$ cat config.mk
export PLATFORM = sky130hd
export DESIGN_NAME = matrix_block_sum_downsampler_unit
export DESIGN_NICKNAME = d
export VERILOG_FILES = /design/src/mbsd_pkg.sv /design/src/mbsd_cfg.sv /design/src/mbsd_pos.sv /design/src/mbsd_acc.sv /design/src/mbsd_outq.sv /design/src/matrix_block_sum_downsampler_unit.sv
export SDC_FILE = /design/constraint.sdc
export NUM_CORES = 2
export LEC_CHECK = 0
export CAP_MARGIN = 30
export CORE_MARGIN = 10
export CORE_UTILIZATION = 25
export CTS_BUF_LIST = sky130_fd_sc_hd__clkbuf_16
export DETAILED_ROUTE_END_ITERATION = 6
export DONT_BUFFER_PORTS = 1
export HOLD_SLACK_MARGIN = 0.05
export PLACE_DENSITY = 0.44
export SYNTH_ARGS = -nofsm -noshare
export SYNTH_HDL_FRONTEND = slang
export SYNTH_HIERARCHICAL = 1
export SYNTH_SLANG_ARGS = --single-unit
$ cat constraint.sdc
create_clock -name clk -period 16 [get_ports clk]
set_input_delay 3.2 -clock clk [delete_from_list [all_inputs] [get_ports clk]]
set_output_delay 3.2 -clock clk [all_outputs]
set_load 0.05 [all_outputs]
$ cat src/mbsd_pkg.sv
// Shared types and constants for the block-sum downsampler.
// Used by every module of the block and by its checker.
package mbsd_pkg;

  localparam int SIZE_W          = 7;
  localparam int POS_W           = 6;
  localparam int SUM_W           = 44;
  localparam int CFG_INDEX_W     = 2;
  localparam int CFG_DATA_W      = 7;
  localparam int OUT_DATA_W      = SUM_W + 2 * POS_W;
  localparam int OUTQ_DEPTH      = 3;
  localparam int MAX_SIZE_DEF    = 64;
  localparam int WEIGHT_BITS_DEF = 32;

  localparam logic [SIZE_W-1:0] RESET_SOURCE = 7'd64;
  localparam logic [SIZE_W-1:0] RESET_TARGET = 7'd8;

  localparam logic [CFG_INDEX_W-1:0] REG_SOURCE = 2'd0;
  localparam logic [CFG_INDEX_W-1:0] REG_TARGET = 2'd1;

  // configuration unit status
  typedef struct packed {
    logic              ok;
    logic              busy;
    logic              clear;
    logic [SIZE_W-1:0] scale;
    logic [SIZE_W-1:0] src;
  } cfg_stat_t;

  // position of the item at the input
  typedef struct packed {
    logic              first;
    logic              block_end;
    logic              last;
    logic [SIZE_W-1:0] dst_col;
    logic [SIZE_W-1:0] dst_row;
  } pos_t;

  // one result item
  typedef struct packed {
    logic             err;
    logic             last;
    logic [POS_W-1:0] row;
    logic [POS_W-1:0] col;
    logic [SUM_W-1:0] sum;
  } res_t;

endpackage

$ cat src/mbsd_cfg.sv
// Size registers and a bit-serial divider that derives block scale and validity.
// Depends on mbsd_pkg.
module mbsd_cfg #(
  parameter int MAX_SIZE = mbsd_pkg::MAX_SIZE_DEF
) (
  input  logic                               clk,
  input  logic                               rst,
  input  logic                               wr_en,
  input  logic [mbsd_pkg::CFG_INDEX_W-1:0]   wr_index,
  input  logic [mbsd_pkg::CFG_DATA_W-1:0]    wr_data,
  output mbsd_pkg::cfg_stat_t                stat
);

  localparam int W      = mbsd_pkg::SIZE_W;
  localparam int STEP_W = $clog2(W);
  localparam logic [W-1:0] RESET_SCALE = W'(mbsd_pkg::RESET_SOURCE / mbsd_pkg::RESET_TARGET);
  localparam logic RESET_OK =
      (int'(mbsd_pkg::RESET_SOURCE) <= MAX_SIZE) && (int'(mbsd_pkg::RESET_TARGET) <= MAX_SIZE) &&
      (mbsd_pkg::RESET_TARGET != '0) && (mbsd_pkg::RESET_SOURCE != '0) &&
      ((mbsd_pkg::RESET_SOURCE % mbsd_pkg::RESET_TARGET) == '0);

  logic [W-1:0]      source_size;
  logic [W-1:0]      target_size;
  logic              busy;
  logic [STEP_W-1:0] step;
  logic [W-1:0]      rem;
  logic [W-1:0]      quo;
  logic [W-1:0]      scale;
  logic              ok;
  logic              known;

  logic [W:0]   trial;
  logic         fits;
  logic [W-1:0] rem_next;
  logic [W-1:0] quo_next;
  logic         ok_next;

  assign known = wr_en && (wr_index == mbsd_pkg::REG_SOURCE || wr_index == mbsd_pkg::REG_TARGET);

  // one quotient bit per cycle, MSB first
  always_comb begin
    trial    = {rem, source_size[step]};
    fits     = trial >= {1'b0, target_size};
    rem_next = fits ? W'(trial - {1'b0, target_size}) : W'(trial);
    quo_next = {quo[W-2:0], fits};
    ok_next  = (source_size != '0) && (target_size != '0) &&
               (32'(source_size) <= 32'(MAX_SIZE)) && (32'(target_size) <= 32'(MAX_SIZE)) &&
               (rem_next == '0);
  end

  always_ff @(posedge clk) begin
    if (rst) begin
      source_size <= mbsd_pkg::RESET_SOURCE;
      target_size <= mbsd_pkg::RESET_TARGET;
      busy        <= 1'b0;
      step        <= '0;
      rem         <= '0;
      quo         <= '0;
      scale       <= RESET_SCALE;
      ok          <= RESET_OK;
    end else if (known) begin
      if (wr_index == mbsd_pkg::REG_SOURCE) begin
        source_size <= wr_data;
      end else begin
        target_size <= wr_data;
      end
      busy <= 1'b1;
      step <= STEP_W'(W - 1);
      rem  <= '0;
      quo  <= '0;
    end else if (busy) begin
      rem <= rem_next;
      quo <= quo_next;
      if (step == '0) begin
        busy  <= 1'b0;
        scale <= quo_next;
        ok    <= ok_next;
      end else begin
        step <= step - 1'b1;
      end
    end
  end

  assign stat.ok    = ok;
  assign stat.busy  = busy;
  assign stat.clear = known;
  assign stat.scale = scale;
  assign stat.src   = source_size;

endmodule

$ cat src/mbsd_pos.sv
// Source, sub-block and destination position counters.
// Depends on mbsd_pkg.
module mbsd_pos (
  input  logic                clk,
  input  logic                rst,
  input  mbsd_pkg::cfg_stat_t stat,
  input  logic                advance,
  output mbsd_pkg::pos_t      pos
);

  localparam int W = mbsd_pkg::SIZE_W;

  logic [W-1:0] src_col, src_row, sub_col, sub_row, dst_col, dst_row;
  logic [W-1:0] src_col_next, src_row_next, sub_col_next, sub_row_next;
  logic [W-1:0] dst_col_next, dst_row_next;
  logic         sub_col_end, sub_row_end, src_col_end, src_row_end;

  always_comb begin
    sub_col_end = sub_col == stat.scale - 1'b1;
    sub_row_end = sub_row == stat.scale - 1'b1;
    src_col_end = src_col == stat.src - 1'b1;
    src_row_end = src_row == stat.src - 1'b1;

    src_col_next = src_col + 1'b1;
    src_row_next = src_row;
    sub_col_next = sub_col_end ? '0 : sub_col + 1'b1;
    sub_row_next = sub_row;
    dst_col_next = sub_col_end ? dst_col + 1'b1 : dst_col;
    dst_row_next = dst_row;
    if (src_col_end) begin
      src_col_next = '0;
      sub_col_next = '0;
      dst_col_next = '0;
      src_row_next = src_row + 1'b1;
      sub_row_next = sub_row_end ? '0 : sub_row + 1'b1;
      dst_row_next = sub_row_end ? dst_row + 1'b1 : dst_row;
      // wrap to the first cell of the next matrix
      if (src_row_end) begin
        src_row_next = '0;
        sub_row_next = '0;
        dst_row_next = '0;
      end
    end
  end

  always_ff @(posedge clk) begin
    if (rst || stat.clear) begin
      src_col <= '0;
      src_row <= '0;
      sub_col <= '0;
      sub_row <= '0;
      dst_col <= '0;
      dst_row <= '0;
    end else if (advance) begin
      src_col <= src_col_next;
      src_row <= src_row_next;
      sub_col <= sub_col_next;
      sub_row <= sub_row_next;
      dst_col <= dst_col_next;
      dst_row <= dst_row_next;
    end
  end

  assign pos.first     = (sub_col == '0) && (sub_row == '0);
  assign pos.block_end = sub_col_end && sub_row_end;
  assign pos.last      = src_col_end && src_row_end;
  assign pos.dst_col   = dst_col;
  assign pos.dst_row   = dst_row;

endmodule

$ cat src/mbsd_acc.sv
// Column accumulator memory with read-modify-write stage and write forwarding.
// Depends on mbsd_pkg.
module mbsd_acc #(
  parameter int MAX_SIZE    = mbsd_pkg::MAX_SIZE_DEF,
  parameter int WEIGHT_BITS = mbsd_pkg::WEIGHT_BITS_DEF
) (
  input  logic                   clk,
  input  logic                   rst,
  input  logic                   accept,
  input  logic                   ok,
  input  mbsd_pkg::pos_t         pos,
  input  logic [WEIGHT_BITS-1:0] weight,
  output logic                   busy,
  output logic                   push,
  output mbsd_pkg::res_t         res
);

  localparam int IDX_W = $clog2(MAX_SIZE);
  localparam int SW    = mbsd_pkg::SUM_W;
  localparam int PW    = mbsd_pkg::POS_W;

  logic [SW-1:0]    mem [MAX_SIZE];
  logic [SW-1:0]    rdata;
  logic [IDX_W-1:0] ridx;

  logic             s1_valid;
  logic             s1_err;
  logic             s1_first;
  logic             s1_end;
  logic             s1_last;
  logic [IDX_W-1:0] s1_idx;
  logic [PW-1:0]    s1_col;
  logic [PW-1:0]    s1_row;
  logic [SW-1:0]    s1_w;

  logic             fwd_valid;
  logic [IDX_W-1:0] fwd_idx;
  logic [SW-1:0]    fwd_data;

  logic [SW-1:0]    operand;
  logic [SW-1:0]    sum;
  logic             wr_en;

  assign ridx = IDX_W'(pos.dst_col);

  always_ff @(posedge clk) begin
    if (accept) begin
      rdata <= mem[ridx];
    end
    if (wr_en) begin
      mem[s1_idx] <= sum;
    end
  end

  // the write of the previous item lands on the edge that reads for this one
  always_comb begin
    operand = (fwd_valid && fwd_idx == s1_idx) ? fwd_data : rdata;
    sum     = s1_first ? s1_w : operand + s1_w;
    wr_en   = s1_valid && !s1_err;
  end

  always_ff @(posedge clk) begin
    if (rst) begin
      s1_valid  <= 1'b0;
      fwd_valid <= 1'b0;
    end else begin
      s1_valid <= accept;
      if (wr_en) begin
        fwd_valid <= 1'b1;
      end
    end
  end

  always_ff @(posedge clk) begin
    if (accept) begin
      s1_err   <= !ok;
      s1_first <= pos.first;
      s1_end   <= pos.block_end;
      s1_last  <= pos.last;
      s1_idx   <= ridx;
      s1_col   <= PW'(pos.dst_col);
      s1_row   <= PW'(pos.dst_row);
      s1_w     <= SW'(weight);
    end
    if (wr_en) begin
      fwd_idx  <= s1_idx;
      fwd_data <= sum;
    end
  end

  assign busy     = s1_valid;
  assign push     = s1_valid && (s1_err || s1_end);
  assign res.err  = s1_err;
  assign res.last = s1_err ? 1'b0 : s1_last;
  assign res.row  = s1_err ? '0 : s1_row;
  assign res.col  = s1_err ? '0 : s1_col;
  assign res.sum  = s1_err ? '0 : sum;

endmodule

$ cat src/mbsd_outq.sv
// Small result queue that parts the accumulator stage from the output side.
// Depends on mbsd_pkg.
module mbsd_outq (
  input  logic                    clk,
  input  logic                    rst,
  input  logic                    push,
  input  mbsd_pkg::res_t          push_res,
  input  logic                    pop,
  output logic                    head_valid,
  output mbsd_pkg::res_t          head_res,
  output logic [1:0]              count
);

  localparam int DEPTH = mbsd_pkg::OUTQ_DEPTH;
  localparam int PTR_W = $clog2(DEPTH);

  mbsd_pkg::res_t   slots [DEPTH];
  logic [PTR_W-1:0] wr_ptr;
  logic [PTR_W-1:0] rd_ptr;

  always_ff @(posedge clk) begin
    if (push) begin
      slots[wr_ptr] <= push_res;
    end
  end

  always_ff @(posedge clk) begin
    if (rst) begin
      wr_ptr <= '0;
      rd_ptr <= '0;
      count  <= '0;
    end else begin
      if (push) begin
        wr_ptr <= (wr_ptr == PTR_W'(DEPTH - 1)) ? '0 : wr_ptr + 1'b1;
      end
      if (pop) begin
        rd_ptr <= (rd_ptr == PTR_W'(DEPTH - 1)) ? '0 : rd_ptr + 1'b1;
      end
      if (push && !pop) begin
        count <= count + 1'b1;
      end else if (pop && !push) begin
        count <= count - 1'b1;
      end
    end
  end

  assign head_valid = count != '0;
  assign head_res   = slots[rd_ptr];

endmodule

$ cat src/matrix_block_sum_downsampler_unit.sv
// Block-sum downsampler: sums scale-by-scale blocks of a streamed square matrix.
// The item that completes a block passes the stage-1 register, then the result queue.
// Throughput: one item per cycle while the result queue has room and the divider
// is idle, set by the read-modify-write of the accumulator memory; a known register
// write holds the input while the divider derives the scale. Reset clears counters,
// queue and sizes to 64 and 8; accumulator memory is not cleared.
module matrix_block_sum_downsampler_unit #(
  parameter int MAX_SIZE    = mbsd_pkg::MAX_SIZE_DEF,
  parameter int WEIGHT_BITS = mbsd_pkg::WEIGHT_BITS_DEF
) (
  input  logic                                  clk,
  input  logic                                  rst,
  input  logic                                  s_tvalid,
  output logic                                  s_tready,
  input  logic [((WEIGHT_BITS + 7) / 8) * 8-1:0] s_tdata,  // weight
  output logic                                  m_tvalid,
  input  logic                                  m_tready,
  output logic [mbsd_pkg::OUT_DATA_W-1:0]       m_tdata,  // block_sum, out_col, out_row
  output logic                                  m_tlast,  // final_cell
  output logic                                  m_tuser,  // size_error
  input  logic                                  cfg_valid,
  output logic                                  cfg_ready,
  input  logic [mbsd_pkg::CFG_INDEX_W-1:0]      cfg_index,
  input  logic [mbsd_pkg::CFG_DATA_W-1:0]       cfg_data
);

  mbsd_pkg::cfg_stat_t stat;
  mbsd_pkg::pos_t      pos;
  mbsd_pkg::res_t      acc_res;
  mbsd_pkg::res_t      head_res;
  logic                accept;
  logic                s1_busy;
  logic                push;
  logic                pop;
  logic [1:0]          count;
  logic [2:0]          pending;

  assign cfg_ready = 1'b1;

  // a held stage-1 item may still add a result; leave room for it
  assign pending  = {1'b0, count} + {2'b0, s1_busy};
  assign s_tready = !stat.busy && (pending < 3'(mbsd_pkg::OUTQ_DEPTH));
  assign accept   = s_tvalid && s_tready;
  assign pop      = m_tvalid && m_tready;

  mbsd_cfg #(.MAX_SIZE(MAX_SIZE)) u_cfg (
    .clk      (clk),
    .rst      (rst),
    .wr_en    (cfg_valid && cfg_ready),
    .wr_index (cfg_index),
    .wr_data  (cfg_data),
    .stat     (stat)
  );

  mbsd_pos u_pos (
    .clk     (clk),
    .rst     (rst),
    .stat    (stat),
    .advance (accept && stat.ok),
    .pos     (pos)
  );

  mbsd_acc #(.MAX_SIZE(MAX_SIZE), .WEIGHT_BITS(WEIGHT_BITS)) u_acc (
    .clk    (clk),
    .rst    (rst),
    .accept (accept),
    .ok     (stat.ok),
    .pos    (pos),
    .weight (s_tdata[WEIGHT_BITS-1:0]),
    .busy   (s1_busy),
    .push   (push),
    .res    (acc_res)
  );

  mbsd_outq u_outq (
    .clk        (clk),
    .rst        (rst),
    .push       (push),
    .push_res   (acc_res),
    .pop        (pop),
    .head_valid (m_tvalid),
    .head_res   (head_res),
    .count      (count)
  );

  assign m_tdata = {head_res.row, head_res.col, head_res.sum};
  assign m_tlast = head_res.last;
  assign m_tuser = head_res.err;

endmodule

# After elaboration in Yosys (flattened, before gate mapping)

Memories as Yosys holds them, arrays and structs flattened. A register that Yosys moved wholly into a read port is not among the register bits.
Cells that the tools add are included.

Add/sub/neg operators: 16
$lt $le $gt $ge: 5
Equality and inequality tests: 9
Mux-type cells: 35
Bitwise operators: 3
Reduce and logical (&&, ||, !) cells: 46

Operators by type and width:

| operator              | number |
|---|---|
| $mux W44              | 3 |
| $mux W7               | 11 |
| $add A44 B32 Y44      | 1 |
| $add A7 B1 Y7 const B | 6 |
| $eq A7 B7 Y1          | 4 |
| $logic_not A7 Y1      | 3 |
| $logic_and A1 B1 Y1   | 17 |
| $le A7 B7 Y1 const B  | 2 |
| $reduce_bool A7 Y1    | 2 |
| $sub A7 B1 Y7 const B | 2 |
| $mux W2               | 6 |
| $mux W6               | 2 |
| $reduce_and A2 Y1     | 6 |
| $reduce_bool A2 Y1    | 5 |
| $mux W1               | 9 |
| $mux W3               | 3 |
| $ge A8 B7 Y1          | 1 |
| $sub A7 B7 Y7         | 1 |
| $add A2 B1 Y2 const B | 3 |
| $eq A6 B6 Y1          | 1 |
| $reduce_and A3 Y1     | 2 |
| $logic_not A1 Y1      | 5 |
| $eq A2 B2 Y1 const B  | 2 |
| $lt A3 B4 Y1 const B  | 1 |
| 12 further kinds      | 16 |

Register bits after elaboration: 187
RAM bits: 2990
Bits of input ports: 46
Output and inout port bits: 61
Word-level logic and storage cells: 145
Memories kept: 2

Memory list:

| name         | depth | width | read ports | clocked after memory_dff | write ports | line            | source |
|---|---|---|---|---|---|---|---|
| u_acc.mem    | 64    | 44    | 1          | 1                        | 1           | mbsd_acc.sv:22  | `logic [SW-1:0] mem [MAX_SIZE];` |
| u_outq.slots | 3     | 58    | 1          | 1                        | 1           | mbsd_outq.sv:17 | `mbsd_pkg::res_t slots [DEPTH];` |

# Longest topological paths before layout

Depth after elaboration: 6
Mapped depth: 18
Gate-level depth less buffers: 14

# Cells and area by module

Netlist, hierarchy kept.

By module, submodules not included:

| module                            | times used | cells an instance | area an instance (µm²) | sequential area each (µm²) |
|---|---|---|---|---|
| mbsd_acc                          | 1          | 4827              | 115079.1               | 88865.2 |
| mbsd_outq                         | 1          | 400               | 6766.5                 | 5385.2 |
| mbsd_pos                          | 1          | 349               | 2787.7                 | 840.8 |
| mbsd_cfg                          | 1          | 249               | 2075.7                 | 780.7 |
| matrix_block_sum_downsampler_unit | 1          | 8                 | 68.8                   | 0.0 |

# Worst setup path before layout

No wires, ideal clock.

Kind: reg-to-reg
From: register u_acc/s1_col[5] (netlist name)
To: register u_acc.fwd_data[34], data pin
Library setup time: 720 ps
Arrival time: 6802 ps
Required time: 15280 ps
Setup slack: 8479 ps
Stages on the path, launching flop included: 19
Path buffers: 4
Period minus slack after synthesis: 7521 ps
Path through: edfxtp_1 buf_2 xnor2_1 nand4_1 nor2_4 buf_4 buf_2 buf_2 mux2_2 ha_1 inv_1 fa_1 and2b_1 o211ai_2 a2111o_1 a2111oi_4 a2111o_1 a21oi_1 nor3b_1

RTL lines:

| what                   | line           | source |
|---|---|---|
| end signal: assignment | mbsd_acc.sv:87 | `fwd_data <= sum;` |
| end: declaration       | mbsd_acc.sv:38 | `logic [SW-1:0] fwd_data;` |

==> flow_summary.yaml <==
setup_path:
  crit_required_ps: 16630
  crit_fanout: 65
  setup.worst_path.end_class: "flip-flop"
  crit_path_start_kind: "flip-flop"
  criticalPathCategory: "flip-flop to flip-flop"
  critical_path_arrival_ps: 7330
sta:
  post-route-period-util: 0.419
  maxSlewViolCount: 0
  max_clock_freq_mhz: 149
  hold_viol: 0
  tightestPinTransition_ps: 1100
  min_cycle_time_layout_ps: 6700
  timing.setup.tns_ps: 0
  finalWorstSetupSlack_ps: 9300
  slew-limit-headroom: 0.269
  rsz0062_at_grt: "false"
  finalSetupViolCount: 0
  skew_ps: 56.4
global_routing:
  antenna_found_initial: 27
  grt_first_pass_wirelength_mm: 550
  grt.total_usage: 0.145
  global_route_congestion_overflow_total: 0
  pin_count_of_the_biggest_net_entering_global_routing: 99
  first_global_vias: 64180
synthesis:
  syn_avg_cell_area_sq_um: 21.8
  postSynthNetCount: 5926
  synth_cells: 5821
  synth_warnings: 6
  synthesis.area_sq_um: 127000
drt:
  totalWireLength_mm: 402
  antenna_violating_nets_post_route: 0
  route.detailed.drc: 0
  drt-vias-per-instance: 4.81
  detailedRoute.firstIterationViolations: 6966
  first_pass_iters: 5
  drt-wirelength-per-cell_um: 30.6
  detailroute.via_count: 63224
place:
  dp_hpwl_mm: 220
  gp_congestion: 0.821
  io_buffer_count: 0
  place_area_sq_um: 137000
  dp_worst_setup_slack_ps: 9470
layout:
  num-fill-cells: 48872
  signed_area_change_from_the_synthesized_netlist_to_the_final_layout_pct: 17.1
  finish.instance_area_sq_um: 148000
  layout_common_cells: "edfxtp_1 (3132), mux4_2 (916), clkbuf_16 (353)"
  layout.nets: 6255
  final_util: 0.294
  layout_cell_share_with_drive_strength_beyond_1: 0.296
  layout_commonest_cell: "edfxtp_1"
clock_network:
  clock_slew_seen_by_the_registers_of_the_worst_setup_and_hold_paths_ps: 60
  root_buffer_cell: "clkbuf_16"
  cts_htree_levels: 5
  cts_made_buffers: 346
  post_cts.repair.setup_buffers: 0
  worstSkewPairLatency_ps: 960
  max-clock-path-buffers: 4
  cts-hold-fix-buffers: 0
  tritoncts: "done"
  post_cts_resized: 0
  numClockSinks: 3221
floorplan:
  die_height_um: 732
  io-pin-count: 107
  row_count: 261
  die-area_sq_um: 536000
  floorplan.initialDensity: 0.251
  core_region_area_sq_um: 505000
  die_w_um: 732
run_status:
  status: "finished clean"
pwr:
  power-per-cell-area_nw_per_um2: 128
  static-leakage-power_uw: 0.0440
  ir_drop_mv: 0.0891
hold_path:
  hold_path_class: "flip-flop to flip-flop"
job:
  max-cap-violations: 0
[worst paths after layout]
check / start / to / slack, ps / depth (start not counted)
max: u_acc/s1_col[0] / u_acc/mem[15][39] / 9300 / 15
min: u_cfg/quo[1] / u_cfg/scale[2] / 460 / 2
max reg2reg: u_acc/s1_col[0] / u_acc/mem[15][39] / 9300 / 15
min reg2reg: u_cfg/quo[1] / u_cfg/scale[2] / 460 / 2
[worst max-delay path: stages (launching register included)]
cell	delay [ps]
edfxtp_1	610
xnor2_1	350
nand4_1	300
nor2_4	660
buf_4	540
mux2_2	400
ha_1	380
o211ai_1	140
o211ai_1	360
a31oi_1	260
o221ai_1	500
a21oi_1	230
buf_4	250
o21ai_0	490
mux2i_4	320
buf_4	510
[per-stage QoR]
step | std cells | hold WS [ps] | total power (uW)
global placement | 12458 | 449 | 11200
finish | 13145 | 455 | 19000
global route | 13139 | 476 | 19600
CTS | 13129 | 453 | 19100
floorplan | 5821 | 421 | 10700
detailed placement | 12499 | 450 | 11300
[report_power, final]
group / total [uW] / internal, uW / switching, uW
Clock: 7850 / 4480 / 3370
Sequential: 9790 / 9710 / 81.2
Combinational: 1310 / 286 / 1030
[metal layers]
metal | GRT usage | wire length (um) | up-vias | part of all wire
li1 | - | - | 25174 | -
met1 | 0.201 | 175000 | 35394 | 0.44
met2 | 0.238 | 192000 | 2160 | 0.48
met3 | 0.0253 | 25600 | 496 | 0.064
met4 | 0.0332 | 9400 | 0 | 0.023
met5 | 0 | 0 | - | 0
[flip-flops by register name, summed over array words and instances, names as in the netlist, 7 cells and up, named ones only]
register and flops:
u_cfg/scale 7, u_pos/sub_col 7, u_acc/rdata 44, u_pos/sub_row 7
u_pos/src_col 7, u_cfg/target_size 7, u_acc/fwd_data 44, u_acc/s1_w 32
u_cfg/rem 7, u_acc/mem 2816, u_outq/slots 174, u_pos/src_row 7
u_cfg/source_size 7
[cell type report]
type / instances / area (sq um) / share of cell area
clock buffer: 353 / 8830 / 0.0596
tap: 6706 / 8390 / 0.0566
antenna: 7 / 17.5 / 0.000118
timing repair buffer: 288 / 2570 / 0.0173
sequential: 3221 / 95900 / 0.647
inverter: 40 / 150 / 0.00101
clock inverter: 277 / 2180 / 0.0147
multi-input combinational: 2253 / 30300 / 0.204
No activity file was read; power rests on OpenSTA's default activity.
